$ cat config.mk
export PLATFORM = sky130hd
export DESIGN_NAME = pip_dp
export DESIGN_NICKNAME = d
export VERILOG_FILES = /design/src/rtl/core/pip_pkg.sv /design/src/rtl/core/pip_ram.sv /design/src/rtl/core/pip_dp.sv
export SDC_FILE = /design/constraint.sdc
export NUM_CORES = 2
export LEC_CHECK = 0
export BUFFER_PORTS_ARGS = -buffer_cell sky130_fd_sc_hd__buf_2
export CAP_MARGIN = 0
export CORE_UTILIZATION = 45
export CTS_CLUSTER_DIAMETER = 80
export DETAILED_ROUTE_END_ITERATION = 8
export PLACE_DENSITY_LB_ADDON = 0.05
export SETUP_SLACK_MARGIN = 0.5
export SLEW_MARGIN = 20
export SYNTH_ARGS = -nofsm -noshare
export SYNTH_HDL_FRONTEND = slang
export SYNTH_HIERARCHICAL = 1
export SYNTH_SLANG_ARGS = --single-unit
$ cat constraint.sdc
create_clock -name clk -period 10.61 [get_ports clk]
set_clock_uncertainty 0.05 [all_clocks]
set_input_delay 0.5305 -clock clk [delete_from_list [all_inputs] [get_ports clk]]
set_output_delay 0.5305 -clock clk [all_outputs]
set_load 0.01 [all_outputs]
$ cat src/rtl/core/pip_pkg.sv
`timescale 1ns / 1ps
`default_nettype none

package pip_pkg;

	// Vertex table geometry
	localparam int MAX_VERTICES = 16;
	localparam int VTX_AW       = $clog2(MAX_VERTICES);
	localparam int COORD_W      = 16;
	localparam int CNT_W        = 5;
	localparam int VTX_W        = 2 * COORD_W;
	localparam int DIFF_W       = COORD_W + 1;
	localparam int PROD_W       = 2 * DIFF_W;

	// Request type codes
	localparam logic REQ_LOAD = 1'b0;
	localparam logic REQ_TEST = 1'b1;

	// Controller states
	typedef enum logic [2:0] {
		ST_IDLE,
		ST_PRIME,
		ST_WALK,
		ST_DRAIN,
		ST_FINISH
	} pip_state_t;

	// Controller to datapath commands
	typedef struct packed {
		logic              wr_en;
		logic              load_pt;
		logic              load_prev;
		logic              edge_en;
		logic              emit;
		logic [VTX_AW-1:0] rd_addr;
	} pip_cmd_t;

	// Datapath to controller status
	typedef struct packed {
		logic out_free;
	} pip_sts_t;

endpackage

`default_nettype wire

$ cat src/rtl/core/pip_ram.sv
`timescale 1ns / 1ps
`default_nettype none

module pip_ram #(
	parameter int WIDTH = 32,
	parameter int DEPTH = 16
) (
	input  wire logic                     clk,
	input  wire logic                     we,
	input  wire logic [$clog2(DEPTH)-1:0] waddr,
	input  wire logic [WIDTH-1:0]         wdata,
	input  wire logic [$clog2(DEPTH)-1:0] raddr,
	output logic      [WIDTH-1:0]         rdata
);

	logic [WIDTH-1:0] mem_q [DEPTH];

	// Write one entry, read one entry into the output register
	always_ff @(posedge clk) begin
		if (we) begin
			mem_q[waddr] <= wdata;
		end
		rdata <= mem_q[raddr];
	end

endmodule

`default_nettype wire

$ cat src/rtl/core/pip_dp.sv
`timescale 1ns / 1ps
`default_nettype none

module pip_dp
	import pip_pkg::*;
(
	input  wire logic                      clk,
	input  wire logic                      arst_n,
	input  wire pip_cmd_t                  cmd,
	output pip_sts_t                       sts,
	input  wire logic [VTX_AW-1:0]         vertex_slot,
	input  wire logic signed [COORD_W-1:0] coord_x,
	input  wire logic signed [COORD_W-1:0] coord_y,
	output logic                           out_valid,
	input  wire logic                      out_stall,
	output logic                           inside_res
);

	logic [VTX_W-1:0]          rdata;
	logic signed [COORD_W-1:0] px_q, py_q;
	logic signed [COORD_W-1:0] prev_x_q, prev_y_q;
	logic signed [COORD_W-1:0] cur_x, cur_y;
	logic signed [DIFF_W-1:0]  xi_e, yi_e, xj_e, yj_e, px_e, py_e;
	logic signed [DIFF_W-1:0]  dy, ax, bx, cy;
	logic signed [PROD_W-1:0]  lhs, rhs;
	logic signed [PROD_W-1:0]  lhs_s1, rhs_s1;
	logic                      strad_s1, dypos_s1, valid_s1;
	logic                      straddle, flip;
	logic                      flag_q;
	logic                      out_valid_q, inside_q;

	// Vertex table, x in the upper half
	pip_ram #(
		.WIDTH(VTX_W),
		.DEPTH(MAX_VERTICES)
	) u_vtx_ram (
		.clk  (clk),
		.we   (cmd.wr_en),
		.waddr(vertex_slot),
		.wdata({coord_x, coord_y}),
		.raddr(cmd.rd_addr),
		.rdata(rdata)
	);

	assign cur_x = rdata[VTX_W-1:COORD_W];
	assign cur_y = rdata[COORD_W-1:0];

	// Latch the test point, hold the previous vertex
	always_ff @(posedge clk) begin
		if (cmd.load_pt) begin
			px_q <= coord_x;
			py_q <= coord_y;
		end
		if (cmd.load_prev || cmd.edge_en) begin
			prev_x_q <= cur_x;
			prev_y_q <= cur_y;
		end
	end

	// Edge stage one: straddle test and cross products
	assign xi_e = {cur_x[COORD_W-1], cur_x};
	assign yi_e = {cur_y[COORD_W-1], cur_y};
	assign xj_e = {prev_x_q[COORD_W-1], prev_x_q};
	assign yj_e = {prev_y_q[COORD_W-1], prev_y_q};
	assign px_e = {px_q[COORD_W-1], px_q};
	assign py_e = {py_q[COORD_W-1], py_q};

	assign straddle = (cur_y > py_q) != (prev_y_q > py_q);
	assign dy  = yj_e - yi_e;
	assign ax  = px_e - xi_e;
	assign bx  = xj_e - xi_e;
	assign cy  = py_e - yi_e;
	assign lhs = ax * dy;
	assign rhs = bx * cy;

	always_ff @(posedge clk) begin
		lhs_s1   <= lhs;
		rhs_s1   <= rhs;
		strad_s1 <= straddle;
		dypos_s1 <= ~dy[DIFF_W-1];
	end

	always_ff @(posedge clk or negedge arst_n) begin
		if (!arst_n) begin
			valid_s1 <= 1'b0;
		end else begin
			valid_s1 <= cmd.edge_en;
		end
	end

	// Edge stage two: sign-corrected compare, toggle the flag
	assign flip = valid_s1 && strad_s1 &&
		(dypos_s1 ? (lhs_s1 < rhs_s1) : (lhs_s1 > rhs_s1));

	always_ff @(posedge clk or negedge arst_n) begin
		if (!arst_n) begin
			flag_q <= 1'b0;
		end else if (cmd.load_pt) begin
			flag_q <= 1'b0;
		end else if (flip) begin
			flag_q <= ~flag_q;
		end
	end

	// Output register: hold the result until taken
	always_ff @(posedge clk or negedge arst_n) begin
		if (!arst_n) begin
			out_valid_q <= 1'b0;
		end else if (cmd.emit) begin
			out_valid_q <= 1'b1;
		end else if (!out_stall) begin
			out_valid_q <= 1'b0;
		end
	end

	always_ff @(posedge clk) begin
		if (cmd.emit) begin
			inside_q <= flag_q;
		end
	end

	assign out_valid    = out_valid_q;
	assign inside_res   = inside_q;
	assign sts.out_free = !out_valid_q || !out_stall;

	// A new result never overwrites one that is still stalled
	a_no_overwrite: assert property (@(posedge clk) disable iff (!arst_n)
		cmd.emit |-> !(out_valid_q && out_stall))
		else $error("result overwritten while stalled");

	// Edge stage one only fills from walk steps
	a_valid_s1: assert property (@(posedge clk) disable iff (!arst_n)
		valid_s1 |-> !cmd.load_pt && !cmd.emit)
		else $error("edge pipeline busy at request start or result");

	// A stalled result holds its value
	a_out_hold: assert property (@(posedge clk) disable iff (!arst_n)
		out_valid_q && out_stall |=> out_valid_q && $stable(inside_q))
		else $error("stalled result changed");

endmodule

`default_nettype wire

==> metrics.yaml <==
outcome:
  status: "finished, final reports clean"
synthesis:
  synth-adder-area-share: 0.317
  synth_top_family_by_area: "adder cells"
  synth_simple_gate_area_share: 0.0837
  synth-compound-area-share: 0.0526
  syn_inst: 3954
  syn-cell-area_um2: 48900
  ys_warn_count: 6
  ys_ff_latch: 682
  avgSynthCellArea_um2: 12.4
  ys_seq_area_frac: 0.397
  synth_edf_count: 577
  ys_async_sr_fraction: 0.00440
  netlist-cell-type-count: 76
  synthFlopType: "edfxtp_1"
  synth_nets: 4882
  muxShareOfSynthArea: 0.0602
  synthXorXnorAreaFrac: 0.0260
clock_network:
  cts_tree: "yes"
  htreeDepth: 3
  worst_skew_pair.late_latency_ps: 650
  cts.sinks: 682
  cts_made_buffers: 75
  clockBufferDepth: 3
  cts.reportedPaths.clkPinSlew_ps: 60
  cts_root_buf: "clkbuf_16"
setup_path:
  crit_arrival_ps: 9790
  path_common_cell: "fa_1"
  cp.required_ps: 11080
  endpoint_kind: "flip-flop"
  worstPathMaxFanout: 9
  slowest_delay_ps: 890
  crit_slowest_cell: "fa_1"
  path_class: "reg -> reg"
  crit_path_start_kind: "flip-flop"
  r2r_cells: 28
timing:
  finalHoldViolations: 0
  relSlewSlack: 0.230
  fin_tns_setup_ps: 0
  setup_violations: 0
  worst_slack_ps: 1280
  finalCritPeriodShare: 0.879
  grt_setup_unrepaired: "false"
  worst_pin_slew_ps: 1150
  max_freq_ghz: 0.107
  fin_crit_ps: 9330
  finalMaxSlewViolations: 0
placement:
  dp_cells: 5410
  post_dp_cell_area_um2: 51500
  port-buffer-count: 50
  post-dp-hpwl_um: 94400
  gp_congestion: 0.897
  post-place-ws_ps: 1070
layout:
  area_delta_synth_final_pct: 10.6
  n_fill_cell: 9449
  drive_gt1_frac: 0.111
  nets: 5015
  finalNonFillerCells: 5554
  final_common_cell: "inv_1"
  fin_area_um2: 54100
  final_cell_mix: "704 x inv_1, 596 x fa_1, 577 x edfxtp_1"
floorplan:
  rows: 120
  initial_utilization: 0.456
  die_h_um: 332
  die_w_um: 332
  die_area_um2: 110000
  io_pins: 51
  core_um2: 107000
routing:
  wl_per_cell_um: 23.4
  drtPass1Iterations: 6
  initialDrtViolationCount: 1923
  drcViolationCount: 0
  detail-route-antenna-nets: 0
  vias: 29600
  vias_per_cell: 5.33
  routed_wl_um: 130000
global_route:
  overflow: 0
  track_usage: 0.244
  grt_max_degree: 81
  grt_pass1_vias: 31500
  antenna_found_initial: 12
  grt_pass1_wl_um: 198000
job:
  drv_cap: 0
worst_hold_path:
  hold_path_class: "in -> reg"
  min_path_cells: 1
registers in the layout (all words and copies together) (netlist names), 16 cells and up:
signal           cells
py_q                16
lhs_s1              34
rhs_s1              34
prev_x_q            16
u_vtx_ram/rdata     32
prev_y_q            16
u_vtx_ram/mem_q    512
px_q                16
logic make-up after synthesis:
family,after synthesis
muxes,134
xor gates and xnor gates,145
AOI/OAI and AO/OA,380
adders and majority gates,880
and+or+nand+nor,921
buffers and inverters,812
DFF,682
cells in the mapped netlist (57+ instances only):
master / number / share of area
inv_1: 704 / 0.054
mux4_2: 128 / 0.059
ha_1: 284 / 0.073
clkbuf_1: 75 / 0.0058
xnor2_1: 103 / 0.018
edfxtp_1: 577 / 0.35
dfxtp_1: 102 / 0.042
nand2_1: 380 / 0.029
nor2_1: 274 / 0.021
a21oi_1: 92 / 0.0094
fa_1: 596 / 0.24
a22oi_1: 64 / 0.0098
and2_1: 57 / 0.0073
repair_timing:
| item | in CTS | in global routing |
|---|---|---|
| endpoints found under the setup margin | 0 | 1 |
| hold buffers | 2 | 0 |
| buffers inserted | 0 | 0 |
| resized for setup | 0 | 1 |
| endpoints found under the hold margin | 4 | 0 |
path summary, 6_finish.rpt:
path	startpoint	to	slack [ps]
max in group asynchronous	arst_n	flag_q	10250
worst max-delay path	px_q[0]	lhs_s1[33]	1280
min in group asynchronous	arst_n	valid_s1	150
worst min register to register	u_vtx_ram/rdata[15]	prev_y_q[15]	380
worst max register to register	px_q[0]	lhs_s1[33]	1280
worst min-delay path	cmd[4]	inside_res	40
layer usage:
| layer | track usage | up-vias | wire [um] |
|---|---|---|---|
| met5 | 0 | - | 72 |
| met4 | 0.0587 | 10 | 2710 |
| met3 | 0.0296 | 166 | 5560 |
| met2 | 0.406 | 688 | 63300 |
| met1 | 0.341 | 15400 | 58500 |
| li1 | - | 13400 | - |
final cells by class:
class                      count  area [um2]  area share
inverter                     705        2650      0.0489
antenna                        2        5.00   0.0000925
clock inverter                48         510     0.00944
tap                         1403        1760      0.0325
multi-input combinational   2460       26600       0.492
sequential                   682       19400       0.359
clock buffer                  91        2000      0.0369
timing repair buffer         163        1140      0.0210
critical path, delay by kind of cell, from the launching register on:
kind,cells,cell delay (ps)
AO/OA/AOI/OAI,11,2950
AND/OR/NAND/NOR,5,1130
buffers and inverters,2,110
XOR/XNOR,1,130
flip-flops,1,360
adder cells (fa/ha/maj),9,4480
through the flow:
| stage | util | hold slack [ps] |
|---|---|---|
| 2_1_floorplan | - | 185 |
| 3_3_place_gp | 0.480 | 279 |
| 3_5_place_dp | 0.480 | 278 |
| 4_1_cts | 0.503 | 0.561 |
| 5_1_grt | 0.504 | 16.9 |
| 6_report | 0.504 | 40.9 |
Power is left out: the tool's default activity adds up to more than one toggle a clock period on the data nets, which glitch-free logic cannot reach.
